File: src/rtl/core/header_sync_checksum_frame_receiver_top_assert.svh
// assertion macros shared by the frame receiver rtl
// no dependencies; included by the modules that carry checks
`ifndef HEADER_SYNC_CHECKSUM_FRAME_RECEIVER_TOP_ASSERT_SVH
`define HEADER_SYNC_CHECKSUM_FRAME_RECEIVER_TOP_ASSERT_SVH

// check a property every clock edge, suspended while reset is high
`define HSCFR_ASSERT(lbl, clk_s, rst_s, prop, msg) \
  lbl: assert property (@(posedge clk_s) disable iff (rst_s) (prop)) else $error(msg);

// check a property every clock edge, reset included
`define HSCFR_ASSERT_ALWAYS(lbl, clk_s, prop, msg) \
  lbl: assert property (@(posedge clk_s) (prop)) else $error(msg);

`endif

File: src/rtl/core/hscfr_pkg.sv
// shared types and constants for the header-synchronised frame receiver
// no dependencies
package hscfr_pkg;

  localparam int FRAME_LEN_DEF = 8;

  // frame byte positions used to build a result
  localparam int TARGET_IDX = 1;
  localparam int ACTION_IDX = 2;
  localparam int ARG1_HI_IDX = 3;
  localparam int ARG1_LO_IDX = 4;
  localparam int ARG2_HI_IDX = 5;
  localparam int ARG2_LO_IDX = 6;
  localparam int TAG_IDX = 7;

  localparam logic [7:0] ACK_FIRST = 8'hCC;
  localparam logic [7:0] ACK_SECOND = 8'hF2;

  typedef struct packed {
    logic [7:0]  target_code;
    logic [7:0]  action_code;
    logic [15:0] first_arg;
    logic [15:0] second_arg;
    logic [7:0]  ack_tag;
    logic [7:0]  ack_check;
  } frame_result_t;

endpackage

File: src/rtl/core/hscfr_in_stage.sv
// input register for received bytes, stalls when full and not draining
// depends on hscfr_pkg (import only)
module hscfr_in_stage (
  input  logic       clk,
  input  logic       rst,
  input  logic       in_valid,
  output logic       in_stall,
  input  logic [7:0] rx_byte,
  input  logic       advance,
  output logic       stage_valid,
  output logic [7:0] stage_byte
);
  import hscfr_pkg::*;

  assign in_stall = stage_valid && !advance;

  always_ff @(posedge clk) begin
    if (rst) begin
      stage_valid <= 1'b0;
    end else if (!in_stall) begin
      stage_valid <= in_valid;
    end
  end

  always_ff @(posedge clk) begin
    if (!in_stall && in_valid) begin
      stage_byte <= rx_byte;
    end
  end

endmodule

File: src/rtl/core/hscfr_deframer.sv
// header hunt, byte capture and checksum compare for one byte a cycle while fire is high
// depends on hscfr_pkg and the assertion macro header
module hscfr_deframer #(
  parameter int FRAME_LEN = hscfr_pkg::FRAME_LEN_DEF
) (
  input  logic                      clk,
  input  logic                      rst,
  input  logic                      cfg_we,
  input  logic [7:0]                cfg_data,
  input  logic                      fire,
  input  logic [7:0]                in_byte,
  output logic                      res_valid,
  output hscfr_pkg::frame_result_t  res
);
  import hscfr_pkg::*;

  `include "header_sync_checksum_frame_receiver_top_assert.svh"

  localparam int PW = $clog2(FRAME_LEN);
  localparam logic [PW-1:0] LAST_POS = PW'(FRAME_LEN - 1);
  localparam logic [PW-1:0] HUNT_POS = '0;

  logic [7:0]    header;
  logic [PW-1:0] pos;
  logic [PW-1:0] pos_next;
  logic [7:0]    sum;
  logic [7:0]    sum_next;
  logic [7:0]    store [1:TAG_IDX];
  logic [7:0]    cur [1:TAG_IDX];

  always_comb begin
    pos_next = pos;
    sum_next = sum;
    res_valid = 1'b0;
    if (fire) begin
      priority if (pos == HUNT_POS) begin
        if (in_byte == header) begin
          pos_next = PW'(1);
        end
        sum_next = in_byte;
      end else if (pos == LAST_POS) begin
        pos_next = HUNT_POS;
        res_valid = (sum == in_byte);
      end else begin
        pos_next = pos + PW'(1);
        sum_next = sum + in_byte;
      end
    end
  end

  always_ff @(posedge clk) begin
    if (rst) begin
      header <= '0;
      pos <= HUNT_POS;
      sum <= '0;
    end else begin
      if (cfg_we) begin
        header <= cfg_data;
      end
      pos <= pos_next;
      sum <= sum_next;
    end
  end

  // one byte register per frame position that a result reads
  for (genvar k = 1; k <= TAG_IDX; k++) begin : g_store
    always_ff @(posedge clk) begin
      if (fire && pos == PW'(k)) begin
        store[k] <= in_byte;
      end
    end
    // the byte arriving now is not yet in the store
    assign cur[k] = (pos == PW'(k)) ? in_byte : store[k];
  end

  always_comb begin
    res.target_code = cur[TARGET_IDX];
    res.action_code = cur[ACTION_IDX];
    res.first_arg = {cur[ARG1_HI_IDX], cur[ARG1_LO_IDX]};
    res.second_arg = {cur[ARG2_HI_IDX], cur[ARG2_LO_IDX]};
    res.ack_tag = cur[TAG_IDX];
    res.ack_check = cur[TAG_IDX] + ACK_FIRST + ACK_SECOND;
  end

  `HSCFR_ASSERT(a_frame_end_hunts, clk, rst, (fire && pos == LAST_POS) |=> (pos == HUNT_POS), "position did not return to hunting after the last byte")
  `HSCFR_ASSERT(a_hunt_drops, clk, rst, (fire && pos == HUNT_POS && in_byte != header) |=> (pos == HUNT_POS), "left hunting on a non-header byte")
  `HSCFR_ASSERT(a_result_at_end, clk, rst, res_valid |-> (fire && pos == LAST_POS), "result raised away from the last frame byte")

endmodule

File: src/rtl/core/hscfr_out_stage.sv
// result register; loads whenever empty or being taken downstream
// depends on hscfr_pkg
module hscfr_out_stage (
  input  logic                      clk,
  input  logic                      rst,
  input  logic                      fire,
  input  logic                      res_valid,
  input  hscfr_pkg::frame_result_t  res,
  output logic                      advance,
  output logic                      out_valid,
  input  logic                      out_stall,
  output hscfr_pkg::frame_result_t  out_res
);
  import hscfr_pkg::*;

  assign advance = !out_valid || !out_stall;

  always_ff @(posedge clk) begin
    if (rst) begin
      out_valid <= 1'b0;
    end else if (advance) begin
      out_valid <= fire && res_valid;
    end
  end

  always_ff @(posedge clk) begin
    if (advance && fire && res_valid) begin
      out_res <= res;
    end
  end

endmodule

File: src/rtl/core/header_sync_checksum_frame_receiver_top.sv
// channel   | direction | handshake            | payload
// ----------+-----------+----------------------+-------------------------------------
// rx bytes  | in        | in_valid / in_stall  | rx_byte
// results   | out       | out_valid / out_stall| target_code .. ack_check
// header    | in        | cfg_valid / cfg_ready| cfg_data
//
// one byte is taken every cycle while in_stall is low; a result passes from its last byte
// through the input register, then one pass of hunt/sum logic into the result register
// reset is synchronous: hunting, zero header, both stages empty; frame bytes keep old values
// a stalled result backs up into the input register, then in_stall rises in the same cycle
// the header register is always ready and takes effect from the next hunt
module header_sync_checksum_frame_receiver_top #(
  parameter int FRAME_LEN = hscfr_pkg::FRAME_LEN_DEF
) (
  input  logic        clk,
  input  logic        rst,
  input  logic        in_valid,
  output logic        in_stall,
  input  logic [7:0]  rx_byte,
  input  logic        cfg_valid,
  output logic        cfg_ready,
  input  logic [7:0]  cfg_data,
  output logic        out_valid,
  input  logic        out_stall,
  output logic [7:0]  target_code,
  output logic [7:0]  action_code,
  output logic [15:0] first_arg,
  output logic [15:0] second_arg,
  output logic [7:0]  ack_tag,
  output logic [7:0]  ack_check
);
  import hscfr_pkg::*;

  `include "header_sync_checksum_frame_receiver_top_assert.svh"

  logic          advance;
  logic          stage_valid;
  logic [7:0]    stage_byte;
  logic          fire;
  logic          res_valid;
  frame_result_t res;
  frame_result_t out_res;

  assign cfg_ready = 1'b1;
  assign fire = stage_valid && advance;

  hscfr_in_stage u_in (
    .clk         (clk),
    .rst         (rst),
    .in_valid    (in_valid),
    .in_stall    (in_stall),
    .rx_byte     (rx_byte),
    .advance     (advance),
    .stage_valid (stage_valid),
    .stage_byte  (stage_byte)
  );

  hscfr_deframer #(
    .FRAME_LEN (FRAME_LEN)
  ) u_deframer (
    .clk       (clk),
    .rst       (rst),
    .cfg_we    (cfg_valid && cfg_ready),
    .cfg_data  (cfg_data),
    .fire      (fire),
    .in_byte   (stage_byte),
    .res_valid (res_valid),
    .res       (res)
  );

  hscfr_out_stage u_out (
    .clk       (clk),
    .rst       (rst),
    .fire      (fire),
    .res_valid (res_valid),
    .res       (res),
    .advance   (advance),
    .out_valid (out_valid),
    .out_stall (out_stall),
    .out_res   (out_res)
  );

  assign target_code = out_res.target_code;
  assign action_code = out_res.action_code;
  assign first_arg = out_res.first_arg;
  assign second_arg = out_res.second_arg;
  assign ack_tag = out_res.ack_tag;
  assign ack_check = out_res.ack_check;

  `HSCFR_ASSERT(a_stall_when_full, clk, rst, in_stall |-> (stage_valid && out_valid && out_stall), "input stalled without a blocked result")
  `HSCFR_ASSERT(a_new_result_from_byte, clk, rst, (out_valid && !$past(out_valid)) |-> $past(fire), "result appeared without a processed byte")
  `HSCFR_ASSERT_ALWAYS(a_reset_empties, clk, $past(rst) |-> (!out_valid && !stage_valid), "stages not empty after reset")

endmodule
File: config.mk
export PLATFORM = sky130hd
export DESIGN_NAME = header_sync_checksum_frame_receiver_top
export DESIGN_NICKNAME = d
export VERILOG_FILES = /design/src/rtl/core/hscfr_pkg.sv /design/src/rtl/core/hscfr_in_stage.sv /design/src/rtl/core/hscfr_deframer.sv /design/src/rtl/core/hscfr_out_stage.sv /design/src/rtl/core/header_sync_checksum_frame_receiver_top.sv
export VERILOG_INCLUDE_DIRS = /design/src /design/src/rtl/core
export SDC_FILE = /design/constraint.sdc
export NUM_CORES = 1
export LEC_CHECK = 0
export BUFFER_PORTS_ARGS = -buffer_cell sky130_fd_sc_hd__buf_4
export CAP_MARGIN = 10
export CORE_UTILIZATION = 25
export DETAILED_ROUTE_END_ITERATION = 7
export SKIP_LAST_GASP = 1
export SYNTH_ARGS = -nofsm -noshare
export SYNTH_HDL_FRONTEND = slang
export SYNTH_SLANG_ARGS = --single-unit
File: constraint.sdc
create_clock -name clk -period 22 [get_ports clk]
set_input_delay 1.1 -clock clk [delete_from_list [all_inputs] [get_ports clk]]
set_output_delay 1.1 -clock clk [all_outputs]
set_load 0.005 [all_outputs]
==> results of run 1 <==
==> final timing paths <==
path / slack [ns] / cells past startpoint / to
min reg2reg: 0.42 / 0 / second_arg[1]
max reg2reg: 19.08 / 5 / u_out.out_res[11]
max: 19.08 / 5 / u_out.out_res[11]
min: 0.42 / 0 / second_arg[1]
==> layout by cell type, fill, tap and decap left out, drive strengths merged, types with 2 or more instances in the layout <==
| master | synthesis | routed |
|---|---|---|
| mux2i | 12 | 12 |
| nor2b | 4 | 4 |
| a31oi | 2 | 2 |
| or3 | 4 | 4 |
| inv | 15 | 16 |
| nand3 | 4 | 4 |
| clkinvlp | 0 | 4 |
| nor4 | 4 | 4 |
| o21a | 5 | 5 |
| mux2 | 4 | 4 |
| o211ai | 3 | 3 |
| edfxtp | 127 | 127 |
| xnor2 | 5 | 5 |
| clkbuf | 5 | 21 |
| and2 | 2 | 2 |
| nand4 | 2 | 2 |
| o21ai | 11 | 11 |
| a21oi | 12 | 12 |
| clkinv | 0 | 5 |
| and3 | 8 | 8 |
| a311oi | 2 | 2 |
| nor2 | 18 | 18 |
| dfxtp | 21 | 21 |
| and4 | 2 | 2 |
| nand2 | 10 | 10 |
| a211oi | 2 | 2 |
| or4 | 4 | 4 |
| xor2 | 9 | 9 |
| nor3 | 6 | 6 |
| ha | 14 | 14 |
| nand2b | 3 | 3 |
| buf | 4 | 88 |
==> layer usage <==
layer,part of all wire,global-route usage
met5,0,0
met4,0.017,0.0404
met3,0.067,0.0421
met2,0.50,0.174
met1,0.42,0.119
==> cell type report <==
| cell class | count | area share |
|---|---|---|
| inverter | 15 | 0.00804 |
| clock buffer | 21 | 0.0657 |
| tap | 275 | 0.0491 |
| sequential | 148 | 0.604 |
| clock inverter | 11 | 0.0150 |
| multi-input combinational | 159 | 0.164 |
| timing repair buffer | 88 | 0.0943 |
==> worst max-delay path, stage by stage (launching register included) <==
cell	delay, ns
dfxtp_1	0.39
ha_1	0.21
ha_1	0.60
inv_1	0.25
nor4_2	0.39
buf_4	0.66
==> registers in the layout, indices dropped and copies added, names as in the netlist, 15 cells and up <==
name	cells
u_deframer.store	56
first_arg	16
second_arg	16
u_out.out_res	15
==> stage by stage <==
step | setup slack (ns) | std cells | utilization
floorplan | 13.87 | 331 | -
global placement | 19.01 | 685 | 0.303
detailed placement | 18.98 | 685 | 0.303
CTS | 19.02 | 717 | 0.329
global route | 18.92 | 717 | 0.329
finish | 19.08 | 717 | 0.329
==> power by group through the flow <==
stage	Sequential [W]	Combinational, W	Clock (W)
3_5_place_dp	0.000319	0.0000201	0
5_1_grt	0.000313	0.0000224	0.000286
3_3_place_gp	0.000319	0.0000199	0
6_report	0.000313	0.0000200	0.000268
4_1_cts	0.000313	0.0000201	0.000273
2_1_floorplan	0.000316	0.0000129	0
==> cell families after synthesis <==
logic type               after synthesis  synth area share
AO/OA/AOI/OAI                         41            0.0470
adder cells (fa/ha/maj)               15            0.0356
buffers and inverters                 24            0.0192
flip-flops                           148             0.773
AND/OR/NAND/NOR                       72            0.0699
XOR/XNOR                              14            0.0224
multiplexers                          16            0.0324
other                                  1          0.000684
==> summary.txt, run 1 <==
Setup path
  – Critical Path RT: 22.04 ns
  – Critical path origin: u_deframer.pos[0]
  – R2R Path Start: u_deframer.pos[0]
  – Crit Path Max Fanout: 63
  – Crit path DAT: ~3.0 ns
  – Setup CP Type: reg -> reg
  – CP Capture Type: flop
  – Type of origin of the critical path: flop

STA
  – Max transition margin: 0.325
  – Fin Setup TNS: 0 ns
  – Final Cycle Share: 0.133
  – # setup viols final: 0
  – F_max: 342 MHz
  – Worst-margin pin slew: 1.01 ns
  – WHS: ~0.42 ns
  – Worst clock skew: roughly 0.014 ns
  – Clock period minus final worst setup slack: 2.92 ns
  – Final Max Tran Viols: 0
  – Setup repair after global routing missed its margin: false
  – Hold Violations, Final: 0

Logic synthesis
  – Flip-flop and latch count after synthesis: 148
  – Post-synthesis sequential area ratio: 0.773
  – Gate Count Post-Synth: 331
  – Top cell type's share of synthesized area: 0.696
  – Synth area leader: edfxtp_1
  – Ranking of synthesized cells by area: edfxtp_1 70%, dfxtp_1 7.7%, ha_1 3.2%, mux2i_1 2.0%, xor2_1 1.4%
  – Synth Area per Inst: 16.6 sq um
  – Top cells by count, synth: 127 x edfxtp_1, 21 x dfxtp_1, 18 x nor2_1
  – Netlist cell types: 44
  – Cell Area, Synth: 5480 sq um
  – Yosys warnings: 0
  – Synth async-reset ratio: 0
  – Most numerous cell in the Yosys netlist: edfxtp_1
  – Synthesized net count: 367
  – Post-synth EDFFs: 127
  – Main flop type after synthesis: edfxtp_1

Cells and area
  – Nets@finish: 465
  – Area delta synth->final: 27.9%
  – Area of the multi-input gates: about 1100 sq um
  – Layout cells sized above 1: 0.290
  – FF+latch area: 4230 sq um
  – Post-route cell area: 7010 sq um
  – Filler instances: roughly 2000
  – Antenna cells: 0

Route
  – Routed vias: 2982
  – Initial DRC count: between 100 and 150
  – Final wirelength: between 10000 and 15000 um
  – Post-route ant nets: 0
  – Remaining DRCs: 0
  – Drt first pass iters: 5
  – WL/cell: 15.2 um
  – Routed vias/inst: about 4.2

Pwr
  – Cell Pwr Density: 85.8 nW/um^2
  – Switching Power: 0.000124 W
  – Max IR drop VDD: 0.0000421 V
  – Clock power share: 0.446
  – Gate power share: 0.033
  – P_int: 0.000477 W
  – Flop pwr share: 0.521
  – Sw frac: 0.206
  – Pwr Total: 0.000601 W
  – Leak: 2.55 nW

Clock tree
  – CTS Hold Buffers Added: 0
  – CTS tree: yes
  – Max Root-Sink Buffers: 2
  – Root buf cell: clkbuf_16
  – Postcts setup bufs: 0
  – H-tree depth: 4
  – CTS-repair resized insts: 0
  – Clk sink count: 148
  – Number of buffers created by CTS: 17
  – Clk slew on worst S/H paths: around 0.06 ns
  – Clk_lat worst skew: 0.42 ns

Floorplanning
  – Core area: between 20000 and 25000 sq um
  – Die Y-Extent: 150 um
  – Initial core utilization: 0.257
  – Site Rows: 53
  – DIE WIDTH: 150 um
  – # IOs: 88
  – Die area: 22500 sq um

Global routing
  – Initial antenna violation count: 0
  – Total global-route track usage: 0.104
  – Largest net degree at the start of global routing: 64
  – GR Overflow Total: 0
  – First-pass GRT wire length: between 15000 and 20000 um
  – Vias in the first global route: 3003

Placed design
  – HPWL after DPL: 7510 um
  – Port bufs: 86
  – Placed Area: 6440 sq um
  – GPL Wtd Cong: between 0.8 and 0.9

Worst hold path
  – Hold Startpoint: u_deframer.store[6][1]
  – Hold/Removal Path Class: reg -> reg

Run status
  – Status: finished clean

Flow run
  – Max-cap viol count: 0
Power figures use the tool's default switching activity.
==> run 2, diff against run 1 <==
==> constraint.sdc (replaced) <==
create_clock -name clk -period 2.4 [get_ports clk]
set_input_delay 0.12 -clock clk [delete_from_list [all_inputs] [get_ports clk]]
set_output_delay 0.12 -clock clk [all_outputs]
set_load 0.005 [all_outputs]
==> run 2 against run 1 <==
Setup slack got worse by 19 ns. Critical endpoint is now u_out.out_res[7]. Combinational power rose to 14 times the previous value. Core utilization rose by 1.9 points. Cell area rose by 5.8%. Sequential power rose to 9.1 times the previous value. Flip-flop and latch count did not move. Highest routed layer unchanged. Routed wire length rose by 6.2%. Die area did not move. Largest cell class unchanged. Critical path type unchanged. Largest power group unchanged.
==> summary.txt, run 2 (same netlist as run 1, synthesis figures left out) <==
Run status
  – Status: finished clean

Global routing
  – First-pass GRT wire length: 17400 um
  – Initial antenna violation count: 0
  – Largest net degree at the start of global routing: 49
  – Total global-route track usage: 0.108
  – Vias in the first global route: 3126
  – GR Overflow Total: 0

Setup path
  – Worst R2R Setup Slack: approximately 0.17 ns
  – Type of origin of the critical path: flop
  – Worst Path Buf+Inv: 1
  – R2R Path Start: u_deframer.pos[0]
  – Crit path DAT: roughly 2.4 ns
  – Top delay family on crit path: adder cells
  – Crit path cell chain: ha_1, ha_2, mux2i_1, ha_1, inv_1, or3_4, o21a_1, xnor2_1
  – Reg-to-reg endpoint: u_out.out_res[7]
  – Slowest-stage cell, CP: or3_4
  – Cell repeated most along the worst path: ha_1
  – Crit Path Max Fanout: 4
  – R2r worst-path depth: 8
  – Critical Path RT: 2.57 ns
  – Setup CP Type: reg -> reg
  – CP Capture Type: flop
  – Slowest stage delay, CP: slightly below 0.4 ns

Floorplanning
  – Die Y-Extent: 150 um
  – Core area: 21300 sq um
  – DIE WIDTH: around 150 um
  – # IOs: 88
  – Site Rows: 53
  – Die area: around 23000 sq um
  – Initial core utilization: 0.257

Pwr
  – P_int: 0.00446 W
  – Switching Power: 0.00116 W
  – Max IR drop VDD: 0.000432 V
  – Clock power share: 0.446
  – Gate power share: 0.049
  – Leak: 2.75 nW
  – Sw frac: 0.207
  – Flop pwr share: 0.505
  – Cell Pwr Density: approximately 760 nW/um^2

Cells and area
  – Post-route cell area: about 7400 sq um
  – Most flops, register: u_deframer.store
  – Commonest non-fill, non-tap cell in the layout: edfxtp_1
  – Antenna cells: 0
  – Commonest non-fill, non-tap cells in the layout: 127 x edfxtp_1, 109 x buf_4, 21 x dfxtp_1
  – Area delta synth->final: 35.4%
  – Max reg flops: 56
  – Layout cells sized above 1: 0.322
  – Nets@finish: ~510

STA
  – Setup repair after global routing missed its margin: false
  – Clock period minus final worst setup slack: 2.23 ns
  – Fin Setup TNS: 0 ns
  – Max transition margin: 0.610
  – Hold Violations, Final: 0
  – # setup viols final: 0
  – Worst-margin pin slew: 0.580 ns
  – Worst clock skew: 0.0103 ns
  – Final Worst Setup Slack: 0.169 ns
  – Final Max Tran Viols: 0
  – Final Cycle Share: 0.929
  – WHS: 0.0434 ns
  – F_max: 448 MHz

Placed design
  – HPWL after DPL: roughly 8000 um
  – Port bufs: 86
  – Pre-CTS setup slack: about 0.14 ns
  – GPL Wtd Cong: 0.843
  – Placed Area: approximately 6700 sq um

Route
  – Drt first pass iters: 4
  – WL/cell: 15.3 um
  – Remaining DRCs: 0
  – Initial DRC count: 168
  – Post-route ant nets: 0
  – Routed vias: 3146
  – Routed vias/inst: around 4.2
  – Final wirelength: about 12000 um

Worst hold path
  – Hold/Removal Path Class: in -> reg
  – Hold Startpoint: rst
  – WHS Path Cells: 2
  – WHS Endpoint: u_deframer.header[4]

Clock tree
  – Clk_lat worst skew: approximately 0.42 ns
  – Clk sink count: 148
  – Clk slew on worst S/H paths: about 0.06 ns
  – Root buf cell: clkbuf_16
  – H-tree depth: 4
  – Number of buffers created by CTS: 17
  – Max Root-Sink Buffers: 2
  – CTS tree: yes

Flow run
  – Max-cap viol count: 0
[run 2: layout make-up]
type / count / area (sq um)
Tap cell: 275 / 344
Sequential cell: 148 / 4230
Clock buffer: 18 / 429
Clock inverter: 14 / 135
Multi-Input combinational cell: 159 / 1200
Inverter: 15 / 56.3
Fill cell: 2009 / 13900
Timing Repair Buffer: 128 / 1020
[run 2: worst max-delay path by stage]
| stage | startpoint | cells after the start | slack (ns) | to |
|---|---|---|---|---|
| final | u_deframer.pos[0] | 8 | 0.17 | u_out.out_res[7] |
| after global routing | u_deframer.pos[1] | 8 | 0.05 | u_out.out_res[7] |
| after CTS | u_deframer.pos[0] | 8 | 0.13 | u_out.out_res[7] |
| after detailed placement | u_deframer.pos[0] | 8 | 0.14 | u_out.out_res[7] |
| after global placement | u_deframer.pos[0] | 8 | 0.20 | u_out.out_res[7] |
| after floorplan | u_in.stage_byte[6] | 4 | -1.28 | action_code[0] |
[run 2: per-stage QoR]
step / total power, W / cells / util
floorplan: 0.00302 / 331 / -
global placement: 0.00314 / 707 / 0.313
detailed placement: 0.00315 / 707 / 0.313
CTS: 0.00567 / 757 / 0.348
global route: 0.00580 / 757 / 0.348
finish: 0.00562 / 757 / 0.348
[run 2: per-layer routing]
layer | vias up | wire [um] | global-route usage
met5 | - | 0 | 0
met4 | 0 | 166 | 0.0419
met3 | 13 | 752 | 0.0415
met2 | 91 | 5910 | 0.185
met1 | 1525 | 4740 | 0.121
li1 | 1517 | - | -
[run 2: power groups by stage]
stage	Combinational (W)	Clock, W	Sequential [W]
final	0.000274	0.00251	0.00284
after global routing	0.000301	0.00265	0.00284
after CTS	0.000277	0.00256	0.00284
after detailed placement	0.000252	0	0.00289
after global placement	0.000246	0	0.00289
after floorplan	0.000126	0	0.00290
[run 2: repair_timing]
action	CTS	global route
hold buffers	18	0
setup endpoints to repair	0	1
hold endpoints to repair	18	0
buffers inserted	0	0
gates resized for setup	0	2
